**src/hdl/rcs_pkg.sv**
```systemverilog
// Shared constants and types for the command serializer.
// Used by rcs_bcd_conv and resp_command_serializer_unit; depends on nothing.
package rcs_pkg;

   // Field widths fixed by the channel definition
   localparam int INPUT_BITS     = 32;
   localparam int COUNT_BITS_DEF = 32;
   localparam int REQ_TYPE_W     = 2;

   // Decimal digits that cover any INPUT_BITS value
   localparam int DEC_DIGITS  = 10;
   localparam int DIGIT_IDX_W = 4;

   // Request type codes
   localparam logic [REQ_TYPE_W-1:0] REQ_CMD  = 2'd0;
   localparam logic [REQ_TYPE_W-1:0] REQ_ARG  = 2'd1;
   localparam logic [REQ_TYPE_W-1:0] REQ_DATA = 2'd2;

   // Wire characters
   localparam logic [7:0] CHAR_STAR   = 8'h2A;
   localparam logic [7:0] CHAR_DOLLAR = 8'h24;
   localparam logic [7:0] CHAR_CR     = 8'h0D;
   localparam logic [7:0] CHAR_LF     = 8'h0A;
   localparam logic [7:0] CHAR_ZERO   = 8'h30;

   typedef struct packed {
      logic                   done;
      logic [DIGIT_IDX_W-1:0] lead_idx;
   } conv_status_type;

endpackage

```
**src/hdl/rcs_bcd_conv.sv**
```systemverilog
// Iterative binary to BCD converter (shift and add-3), one bit per cycle.
// Depends on rcs_pkg.
module rcs_bcd_conv
   import rcs_pkg::*;
#(
   parameter int VAL_W = INPUT_BITS
) (
   input  logic                   clock,
   input  logic                   reset,
   input  logic                   start,
   input  logic [VAL_W-1:0]       value,
   input  logic [DIGIT_IDX_W-1:0] digit_sel,
   output logic [3:0]             digit,
   output conv_status_type        status
);

   localparam int CNT_W  = $clog2(VAL_W);
   localparam int BCD_W  = DEC_DIGITS * 4;

   logic             run_ff;
   logic             done_ff;
   logic [CNT_W-1:0] cnt_ff;
   logic [VAL_W-1:0] bin_ff;
   logic [BCD_W-1:0] bcd_ff;
   logic [BCD_W-1:0] adj;
   logic [BCD_W-1:0] bcd_in;
   logic [DIGIT_IDX_W-1:0] lead;

   // Add 3 to every digit of 5 or more, then shift in the next bit
   always_comb begin
      for (int i = 0; i < DEC_DIGITS; i++) begin
         if (bcd_ff[4*i +: 4] >= 4'd5) begin
            adj[4*i +: 4] = bcd_ff[4*i +: 4] + 4'd3;
         end else begin
            adj[4*i +: 4] = bcd_ff[4*i +: 4];
         end
      end
      bcd_in = {adj[BCD_W-2:0], bin_ff[VAL_W-1]};
   end

   // Highest nonzero digit; zero prints as a single digit
   always_comb begin
      lead = '0;
      for (int i = 0; i < DEC_DIGITS; i++) begin
         if (bcd_ff[4*i +: 4] != 4'd0) begin
            lead = DIGIT_IDX_W'(i);
         end
      end
   end

   always_ff @(posedge clock) begin
      if (reset) begin
         run_ff  <= 1'b0;
         done_ff <= 1'b0;
      end else if (start) begin
         run_ff  <= 1'b1;
         done_ff <= 1'b0;
      end else if (run_ff && (cnt_ff == CNT_W'(VAL_W - 1))) begin
         run_ff  <= 1'b0;
         done_ff <= 1'b1;
      end
   end

   always_ff @(posedge clock) begin
      if (start) begin
         cnt_ff <= '0;
         bin_ff <= value;
         bcd_ff <= '0;
      end else if (run_ff) begin
         cnt_ff <= cnt_ff + 1'b1;
         bin_ff <= {bin_ff[VAL_W-2:0], 1'b0};
         bcd_ff <= bcd_in;
      end
   end

   assign digit           = bcd_ff[4*digit_sel +: 4];
   assign status.done     = done_ff;
   assign status.lead_idx = lead;

endmodule

```
**src/hdl/resp_command_serializer_unit.sv**
```systemverilog
// Top level of the command serializer: sequencer, counters and output register.
// Depends on rcs_pkg and rcs_bcd_conv.
//
//   channel | ports                                             | direction
//   --------+---------------------------------------------------+----------
//   req     | req_valid, req_stall, req_type,                   | in
//           | req_count_or_length, req_data_byte                |
//   rsp     | rsp_valid, rsp_stall, rsp_out_byte,               | out
//           | rsp_last_in_run, rsp_command_done, rsp_sequence_error |
//
// Sequence: a data byte goes out from PH_DATA (then PH_CR2 and PH_LF2 for its
// closing CR LF), an out-of-order item from PH_ERR. A header item emits its
// prefix, then its D decimal digits once the converter is done, then CR LF,
// plus the closing CR LF of an empty argument; the shift-and-add-3 loop of
// rcs_bcd_conv runs over VAL_W = min(COUNT_BITS, 32) bits, one bit per cycle.
// Reset: synchronous, clears counters, sequencer and output valid.
// Stalls: rsp_stall holds the output register; req_stall is high while an
// item is in progress. A new item is taken while the last beat still waits.
module resp_command_serializer_unit
   import rcs_pkg::*;
#(
   parameter int COUNT_BITS = COUNT_BITS_DEF
) (
   input  logic                  clock,
   input  logic                  reset,
   input  logic                  req_valid,
   output logic                  req_stall,
   input  logic [REQ_TYPE_W-1:0] req_type,
   input  logic [INPUT_BITS-1:0] req_count_or_length,
   input  logic [7:0]            req_data_byte,
   output logic                  rsp_valid,
   input  logic                  rsp_stall,
   output logic [7:0]            rsp_out_byte,
   output logic                  rsp_last_in_run,
   output logic                  rsp_command_done,
   output logic                  rsp_sequence_error
);

   localparam int VAL_W = (COUNT_BITS < INPUT_BITS) ? COUNT_BITS : INPUT_BITS;

   // Sequencer codes
   localparam logic [3:0] PH_IDLE   = 4'd0;
   localparam logic [3:0] PH_ERR    = 4'd1;
   localparam logic [3:0] PH_DATA   = 4'd2;
   localparam logic [3:0] PH_PREFIX = 4'd3;
   localparam logic [3:0] PH_DIGIT  = 4'd4;
   localparam logic [3:0] PH_CR1    = 4'd5;
   localparam logic [3:0] PH_LF1    = 4'd6;
   localparam logic [3:0] PH_CR2    = 4'd7;
   localparam logic [3:0] PH_LF2    = 4'd8;

   // Command state
   logic [COUNT_BITS-1:0]  args_ff, args_in;
   logic [COUNT_BITS-1:0]  bytes_ff, bytes_in;
   logic                   inside_ff, inside_in;
   logic [3:0]             phase_ff, phase_in;

   // Per-item working registers
   logic [7:0]             prefix_ff, prefix_in;
   logic [7:0]             data_ff, data_in;
   logic                   tail_ff, tail_in;
   logic                   done_ff, done_in;
   logic                   lead_ld_ff, lead_ld_in;
   logic [DIGIT_IDX_W-1:0] didx_ff, didx_in;

   // Output register
   logic                   out_valid_ff;
   logic [7:0]             out_byte_ff;
   logic                   out_last_ff;
   logic                   out_done_ff;
   logic                   out_err_ff;

   logic                   accept;
   logic                   out_free;
   logic                   emit;
   logic [7:0]             emit_byte;
   logic                   emit_last;
   logic                   emit_done;
   logic                   emit_err;
   logic                   conv_start;
   logic [COUNT_BITS-1:0]  value_c;
   logic [COUNT_BITS-1:0]  args_dec;
   logic [COUNT_BITS-1:0]  bytes_dec;
   logic [DIGIT_IDX_W-1:0] cur_idx;
   logic [3:0]             digit;
   conv_status_type        conv_status;

   assign req_stall = (phase_ff != PH_IDLE);
   assign accept    = req_valid && (phase_ff == PH_IDLE);
   assign out_free  = !out_valid_ff || !rsp_stall;

   // Truncate the count to COUNT_BITS, or widen it with zeros
   assign value_c   = COUNT_BITS'(req_count_or_length[VAL_W-1:0]);
   assign args_dec  = args_ff - 1'b1;
   assign bytes_dec = bytes_ff - 1'b1;

   // First digit comes straight from the leading-digit search
   assign cur_idx   = lead_ld_ff ? didx_ff : conv_status.lead_idx;

   rcs_bcd_conv #(
      .VAL_W(VAL_W)
   ) u_conv (
      .clock     (clock),
      .reset     (reset),
      .start     (conv_start),
      .value     (req_count_or_length[VAL_W-1:0]),
      .digit_sel (cur_idx),
      .digit     (digit),
      .status    (conv_status)
   );

   always_comb begin
      args_in    = args_ff;
      bytes_in   = bytes_ff;
      inside_in  = inside_ff;
      phase_in   = phase_ff;
      prefix_in  = prefix_ff;
      data_in    = data_ff;
      tail_in    = tail_ff;
      done_in    = done_ff;
      lead_ld_in = lead_ld_ff;
      didx_in    = didx_ff;
      conv_start = 1'b0;
      emit       = 1'b0;
      emit_byte  = '0;
      emit_last  = 1'b0;
      emit_done  = 1'b0;
      emit_err   = 1'b0;

      case (phase_ff)
         PH_IDLE: begin
            if (accept) begin
               tail_in    = 1'b0;
               done_in    = 1'b0;
               lead_ld_in = 1'b0;
               data_in    = req_data_byte;
               if (req_type == REQ_CMD && args_ff == '0 && !inside_ff) begin
                  // Begin command: a zero count closes it at the LF
                  args_in    = value_c;
                  done_in    = (value_c == '0);
                  prefix_in  = CHAR_STAR;
                  conv_start = 1'b1;
                  phase_in   = PH_PREFIX;
               end else if (req_type == REQ_ARG && args_ff != '0 && !inside_ff) begin
                  args_in    = args_dec;
                  prefix_in  = CHAR_DOLLAR;
                  conv_start = 1'b1;
                  phase_in   = PH_PREFIX;
                  if (value_c == '0) begin
                     // Empty argument: append its closing CR LF now
                     tail_in = 1'b1;
                     done_in = (args_dec == '0);
                  end else begin
                     bytes_in  = value_c;
                     inside_in = 1'b1;
                  end
               end else if (req_type == REQ_DATA && inside_ff) begin
                  bytes_in = bytes_dec;
                  phase_in = PH_DATA;
                  if (bytes_dec == '0) begin
                     tail_in   = 1'b1;
                     inside_in = 1'b0;
                     done_in   = (args_ff == '0);
                  end
               end else begin
                  // Out of order: drop the item, report one error beat
                  phase_in = PH_ERR;
               end
            end
         end
         PH_ERR: begin
            if (out_free) begin
               emit      = 1'b1;
               emit_last = 1'b1;
               emit_err  = 1'b1;
               phase_in  = PH_IDLE;
            end
         end
         PH_DATA: begin
            if (out_free) begin
               emit      = 1'b1;
               emit_byte = data_ff;
               emit_last = !tail_ff;
               phase_in  = tail_ff ? PH_CR2 : PH_IDLE;
            end
         end
         PH_PREFIX: begin
            if (out_free) begin
               emit      = 1'b1;
               emit_byte = prefix_ff;
               phase_in  = PH_DIGIT;
            end
         end
         PH_DIGIT: begin
            // Wait for the converter, then walk down from the leading digit
            if (out_free && conv_status.done) begin
               emit       = 1'b1;
               emit_byte  = CHAR_ZERO | {4'd0, digit};
               lead_ld_in = 1'b1;
               if (cur_idx == '0) begin
                  phase_in = PH_CR1;
               end else begin
                  didx_in = cur_idx - 1'b1;
               end
            end
         end
         PH_CR1: begin
            if (out_free) begin
               emit      = 1'b1;
               emit_byte = CHAR_CR;
               phase_in  = PH_LF1;
            end
         end
         PH_LF1: begin
            if (out_free) begin
               emit      = 1'b1;
               emit_byte = CHAR_LF;
               emit_last = !tail_ff;
               emit_done = done_ff && !tail_ff;
               phase_in  = tail_ff ? PH_CR2 : PH_IDLE;
            end
         end
         PH_CR2: begin
            if (out_free) begin
               emit      = 1'b1;
               emit_byte = CHAR_CR;
               phase_in  = PH_LF2;
            end
         end
         PH_LF2: begin
            if (out_free) begin
               emit      = 1'b1;
               emit_byte = CHAR_LF;
               emit_last = 1'b1;
               emit_done = done_ff;
               phase_in  = PH_IDLE;
            end
         end
         default: begin
            phase_in = PH_IDLE;
         end
      endcase
   end

   // Control state
   always_ff @(posedge clock) begin
      if (reset) begin
         args_ff      <= '0;
         bytes_ff     <= '0;
         inside_ff    <= 1'b0;
         phase_ff     <= PH_IDLE;
         out_valid_ff <= 1'b0;
      end else begin
         args_ff   <= args_in;
         bytes_ff  <= bytes_in;
         inside_ff <= inside_in;
         phase_ff  <= phase_in;
         // Load a new beat, or drop the old one once taken
         if (emit) begin
            out_valid_ff <= 1'b1;
         end else if (!rsp_stall) begin
            out_valid_ff <= 1'b0;
         end
      end
   end

   // Payload: hold while stalled, advance on emit
   always_ff @(posedge clock) begin
      prefix_ff  <= prefix_in;
      data_ff    <= data_in;
      tail_ff    <= tail_in;
      done_ff    <= done_in;
      lead_ld_ff <= lead_ld_in;
      didx_ff    <= didx_in;
      if (emit) begin
         out_byte_ff <= emit_byte;
         out_last_ff <= emit_last;
         out_done_ff <= emit_done;
         out_err_ff  <= emit_err;
      end
   end

   assign rsp_valid          = out_valid_ff;
   assign rsp_out_byte       = out_byte_ff;
   assign rsp_last_in_run    = out_last_ff;
   assign rsp_command_done   = out_done_ff;
   assign rsp_sequence_error = out_err_ff;

endmodule

```
**config.mk**
```make
export PLATFORM = sky130hd
export DESIGN_NAME = resp_command_serializer_unit
export DESIGN_NICKNAME = d
export VERILOG_FILES = /design/src/hdl/rcs_pkg.sv /design/src/hdl/rcs_bcd_conv.sv /design/src/hdl/resp_command_serializer_unit.sv
export SDC_FILE = /design/constraint.sdc
export NUM_CORES = 1
export LEC_CHECK = 0
export BUFFER_PORTS_ARGS = -buffer_cell sky130_fd_sc_hd__buf_2
export CORE_UTILIZATION = 58
export CTS_BUF_LIST = sky130_fd_sc_hd__clkbuf_2 sky130_fd_sc_hd__clkbuf_4 sky130_fd_sc_hd__clkbuf_8
export CTS_CLUSTER_DIAMETER = 50
export DETAILED_ROUTE_END_ITERATION = 10
export PLACE_DENSITY_LB_ADDON = 0.05
export SYNTH_ARGS = -nofsm -noshare
export SYNTH_HDL_FRONTEND = slang
export SYNTH_SLANG_ARGS = --single-unit
```
**constraint.sdc**
```tcl
create_clock -name clock -period 3.35 [get_ports clock]
set_input_delay 0.5025 -clock clock [delete_from_list [all_inputs] [get_ports clock]]
set_output_delay 0.5025 -clock clock [all_outputs]
set_load 0.05 [all_outputs]
```
==> flow_summary.toml, run 1 <==
[worst_hold_path]
hold_depth = 1
whs_endpoint = "data_ff[6]$_DFFE_PP_"
min_path_type = "input port to flop"
hp-start = "req_data_byte[6]"

[synth]
synth.avg_cell_area_sq_um = 7.995
synth_edf_count = 60
syn_inst = 1331
syn-num-nets = 1409
yosysTopAreaCell = "dfxtp_1"
synth_top_area_share_pct = 22.01
synth.cell_area_sq_um = 10640
synth_warnings = 0
yosys_register_bits = 177
synth_ff_type = "dfxtp_1"
async_reset_ff_share_pct = 0
synth_cell_types = 76
synth_area_leaders = "dfxtp_1, edfxtp_1, nand2_1, a21oi_1, nor2_1"
yosysSeqAreaShare_pct = 38.94

[global_route]
grt.overflow.total = 0
track_usage_pct = 31.95
grt_pass1_vias = 8964
antenna_found_initial = 0
grt_pass1_wl_mm = 46.33
grt_start_max_net_pins = 90

[detailed_routing]
via_per_inst = 6.234
drt_iter0_drc = 878
drt-wirelength-per-cell_um = 18.33
drc = 0
antenna_left = 0
drt_wl_total_mm = 29.29
dr.pass1.iters = 5
vias = 9962

[floorplan]
rows = 49
die-area_sq_um = 18890
io_pins = 59
initial_utilization_pct = 59.24
die_h_um = 137.5
die_w_um = 137.5
core_sq_um = 17960

[timing]
drv_slew = 0
max_freq_ghz = 0.3176
fin_crit_sh_pct = 93.99
period_minus_slack_ns = 3.149
worst_pin_slew_ns = 0.8398
finalSetupViolCount = 0
grt_setup_unrepaired = "no"
fin_tns_setup_ns = 0
clock_skew_ns = 0.01120
hold_viol_final = 0
timing.hold.ws_ns = 0.1989
relSlewSlack_pct = 44.01

[setup_path]
reg2regPathDepth = 7
crit_path_max_fanout = 8
cp-end-kind = "flop"
critPathLaunchType = "flop"
ff2ff_setup_slack_ns = 0.20
worstPathArrival_ns = 3.45
critPathKind = "flop to flop"
critPathRequiredTime_ns = 3.65
r2r_end = "done_ff$_DFFE_PP_"
timing.rr.start = "bytes_ff[10]$_SDFFE_PP0P_"
startpoint = "bytes_ff[10]$_SDFFE_PP0P_"

[finish]
final_nets = 1434
fill_cells = 1617
finish.utilization_pct = 64.47
syn_to_final_growth_pct = 8.830
drive_above_1_share_pct = 11.54
n_antenna_cell = 0

[clock_tree]
cts_setup_buffers = 0
clk_pin_slew_worst_paths_ns = 0.09
cts_hold_buf = 0
htreeDepth = 4
ctsResizeCount = 0
clockRootBuffer = "clkbuf_8"
tritoncts = "built"
clock_latency_ns = 0.48
clockBufferDepth = 2
numCtsBuffers = 17
cts_sinks = 177

[placed_design]
routabilityCongestion = 0.9521
io_buffers = 58
dpl.hpwl_mm = 20.44

[run]
cap_violations = 0

[outcome]
status = "completed"
cells by family (layout without fill, tap and decap cells):
logic type | count (synthesis) | in the layout | synth area share [%]
and+or+nand+nor | 583 | 583 | 26.60
AOI/OAI and AO/OA | 338 | 338 | 19.31
DFF | 177 | 177 | 38.94
buffers and inverters | 127 | 165 | 4.856
xor gates and xnor gates | 42 | 42 | 3.457
adders and majority gates | 32 | 32 | 3.762
muxes | 32 | 32 | 3.080
metal layers:
metal	GRT usage [%]	share of wire (%)
met4	16.67	4.8
met2	53.74	48
met1	39.67	42
met3	4.489	5.6
met5	0	0
critical path, cell delays in order, from the launching register on:
cell      delay [ns]
dfxtp_1         0.39
nor4_1          0.63
nand4_1         0.24
or3_1           0.53
xnor2_1         0.18
nor4_1          0.38
nand4_1         0.35
o221ai_1        0.28
sequential cells by signal (all words and copies together), names as in the netlist, 2 cells and up:
name,count
u_conv.cnt_ff,5
prefix_ff,2
phase_ff,4
bytes_ff,32
u_conv.bcd_ff,40
args_ff,32
u_conv.bin_ff,32
data_ff,8
didx_ff,4
rsp_out_byte,8
layout make-up:
cell class | count | area (sq um) | area share (%)
clock buffers | 18 | 241.5 | 2.085
clock inverters | 14 | 177.7 | 1.534
inverters | 45 | 170.2 | 1.469
multi-input cells | 1027 | 5996 | 51.77
flip-flops and latches | 177 | 4144 | 35.78
well taps | 229 | 286.5 | 2.474
repair buffers | 88 | 565.5 | 4.883
stage by stage:
step           cell area, sq um  cells  worst slack [ns]
6_report                  11580   1598            0.2014
5_1_grt                   11580   1598          0.008850
4_1_cts                   11570   1598            0.1614
3_5_place_dp              11150   1566            0.2502
3_3_place_gp              11150   1566            0.2778
2_1_floorplan             10640   1331           0.09152
layout by cell type, fill, tap and decap left out, types with 25 or more instances in the layout:
| cell type | synthesis | final |
|---|---|---|
| a21oi_1 | 132 | 132 |
| ha_1 | 32 | 32 |
| dfxtp_1 | 117 | 117 |
| nor3_1 | 54 | 54 |
| o21ai_0 | 92 | 92 |
| nor4_1 | 35 | 35 |
| nand2_1 | 201 | 200 |
| nor2_1 | 131 | 131 |
| nand3_1 | 32 | 32 |
| buf_4 | 2 | 26 |
| edfxtp_1 | 60 | 60 |
| xnor2_1 | 25 | 25 |
| buf_2 | 20 | 58 |
| inv_1 | 41 | 41 |
| mux2i_1 | 26 | 26 |
cells in the mapped netlist (10+ instances only):
| cell type | instances |
|---|---|
| inv_1 | 41 |
| and2_1 | 13 |
| or3_1 | 14 |
| xnor2_1 | 25 |
| nand4_1 | 14 |
| xor2_1 | 17 |
| nor2_1 | 131 |
| mux2i_1 | 26 |
| o211ai_1 | 12 |
| a211oi_1 | 10 |
| a21oi_1 | 132 |
| nand2_1 | 201 |
| ha_1 | 32 |
| edfxtp_1 | 60 |
| buf_2 | 20 |
| nor3_1 | 54 |
| o21ai_0 | 92 |
| nor4_1 | 35 |
| nor3b_1 | 11 |
| buf_1 | 10 |
| nand2b_1 | 20 |
| nand3_1 | 32 |
| o32ai_1 | 15 |
| clkbuf_1 | 49 |
| dfxtp_1 | 117 |
worst max path at each step:
stage / end / slack [ns] / depth (start not counted)
after floorplan: u_conv.bin_ff[0]$_SDFFCE_PN0P_ / 0.09 / 9
after global placement: phase_ff[1]$_SDFFE_PP0P_ / 0.28 / 13
after detailed placement: phase_ff[1]$_SDFFE_PP0P_ / 0.25 / 13
after CTS: phase_ff[1]$_SDFFE_PP0P_ / 0.16 / 13
after global routing: done_ff$_DFFE_PP_ / 0.009 / 9
final: done_ff$_DFFE_PP_ / 0.20 / 7
Power of run 1 is not shown: default switching activity piles up to over one toggle a cycle in this logic, so the estimate is an artifact.
==> run 2, diff against run 1 <==
--- a/config.mk
+++ b/config.mk
@@ -6,7 +6,7 @@
 export NUM_CORES = 1
 export LEC_CHECK = 0
 export BUFFER_PORTS_ARGS = -buffer_cell sky130_fd_sc_hd__buf_2
-export CORE_UTILIZATION = 58
+export CORE_UTILIZATION = 45
 export CTS_BUF_LIST = sky130_fd_sc_hd__clkbuf_2 sky130_fd_sc_hd__clkbuf_4 sky130_fd_sc_hd__clkbuf_8
 export CTS_CLUSTER_DIAMETER = 50
 export DETAILED_ROUTE_END_ITERATION = 10
==> run 2 against run 1 <==
First-iteration DRC count shrank 13%. Final area grew 0.97%. Non-clock buffer count grew 8. Via count shrank 1.5%. Critical path type unchanged. Largest cell class unchanged.
==> flow_summary.toml, run 2 (same netlist as run 1, synthesis figures left out) <==
[timing]
finalSetupViolCount = 0
relSlewSlack_pct = 43.62
clock_skew_ns = 0.02011
drv_slew = 0
hold_viol_final = 0
fin_crit_sh_pct = 90.40
max_freq_ghz = 0.3302
grt_setup_unrepaired = "no"
period_minus_slack_ns = 3.028
fin_tns_setup_ns = 0
worst_pin_slew_ns = 0.8405

[clock_tree]
numCtsBuffers = 17
htreeDepth = 4
cts_setup_buffers = 0
clockRootBuffer = "clkbuf_8"
clock_latency_ns = 0.49
tritoncts = "built"
clk_pin_slew_worst_paths_ns = 0.12
cts_sinks = 177
ctsResizeCount = 0
cts_hold_buf = 0
clockBufferDepth = 2

[global_route]
antenna_found_initial = 1
grt_start_max_net_pins = 92
grt.overflow.total = 0
track_usage_pct = 26.30
grt_pass1_vias = 9032
grt_pass1_wl_mm = 49.80

[finish]
fill_cells = 2208
drive_above_1_share_pct = 12.20
mostFrequentLayoutCells = "nand2_1, a21oi_1, nor2_1, dfxtp_1, o21ai_0"
largest_register = "u_conv.bcd_ff"
multi_input_area_sq_um = 6000
seq_area_sq_um = 4144
final_nets = 1442
syn_to_final_growth_pct = 9.888
largest_register_ffs = 40
final_common_cell = "nand2_1"

[setup_path]
startpoint = "args_ff[17]$_SDFFE_PP0P_"
cp-end-kind = "flop"
cp_slowest_cell = "or4_1"
critPathRequiredTime_ns = 3.73
worstPathArrival_ns = 3.41
max_stage_delay_ns = 0.59
crit_path_max_fanout = 39
critPathKind = "flop to flop"
crit_path_cell_trace = "or3_4, or4_1, nor4_4, o21ai_2, nand2_2, buf_4, a2111oi_0, a31o_2"
timing.rr.start = "args_ff[17]$_SDFFE_PP0P_"
critPathLaunchType = "flop"

[floorplan]
core_sq_um = 22920
die-area_sq_um = 24270
die_h_um = 155.8
initial_utilization_pct = 46.44
io_pins = 59
rows = 55
die_w_um = 155.8

[detailed_routing]
via_per_inst = 5.801
drt_wl_total_mm = 31.19
drc = 0
dr.pass1.iters = 5
antenna_left = 0
vias = 9810
drt-wirelength-per-cell_um = 18.45
drt_iter0_drc = 764

[placed_design]
io_buffers = 58
routabilityCongestion = 0.9048
dpl.hpwl_mm = 21.71

[run]
cap_violations = 0

[worst_hold_path]
hp-start = "req_data_byte[7]"
min_path_type = "input port to flop"

[outcome]
status = "completed"
## run 2: final timing paths
path / end / slack [ns] / cells after the start
max reg2reg: args_ff[29]$_SDFFE_PP0P_ / 0.32 / 8
max: args_ff[29]$_SDFFE_PP0P_ / 0.32 / 8
min: data_ff[7]$_DFFE_PP_ / 0.18 / 1
min reg2reg: args_ff[1]$_SDFFE_PP0P_ / 0.49 / 2
## run 2: routing by layer
| layer | up-vias | GRT usage (%) | wire, um |
|---|---|---|---|
| li1 | 4847 | - | - |
| met1 | 4679 | 34.06 | 14000 |
| met2 | 238 | 45.05 | 15440 |
| met3 | 46 | 3.750 | 1095 |
| met4 | 0 | 8.217 | 655 |
| met5 | - | 0 | 0 |
## run 2: critical path: cells and delay by family (launching register included)
kind | cells | cell delay [ns]
flip-flops | 1 | 0.37
AO/OA/AOI/OAI | 3 | 0.55
AND/OR/NAND/NOR | 4 | 1.62
buffers and inverters | 1 | 0.38
## run 2: area by class of cell
cell class / count / area share, %
multi-input combinational: 1027 / 51.31
sequential: 177 / 35.44
timing repair buffer: 96 / 5.243
tap: 313 / 3.349
clock buffer: 17 / 2.001
inverter: 45 / 1.455
clock inverter: 15 / 1.188
antenna: 1 / 0.02140
## run 2: metrics by stage
stage	std cells	instance area, sq um	utilization (%)	hold slack (ns)	setup WS, ns
global placement	1658	11310	49.34	0.4712	0.3215
global route	1690	11690	51.02	0.1395	0.06925
detailed placement	1658	11310	49.34	0.4793	0.2810
CTS	1690	11680	50.97	0.1555	0.2508
floorplan	1331	10640	-	0.4527	0.09152
finish	1691	11690	51.03	0.1800	0.3218
Power of run 2 is left out for the same reason.
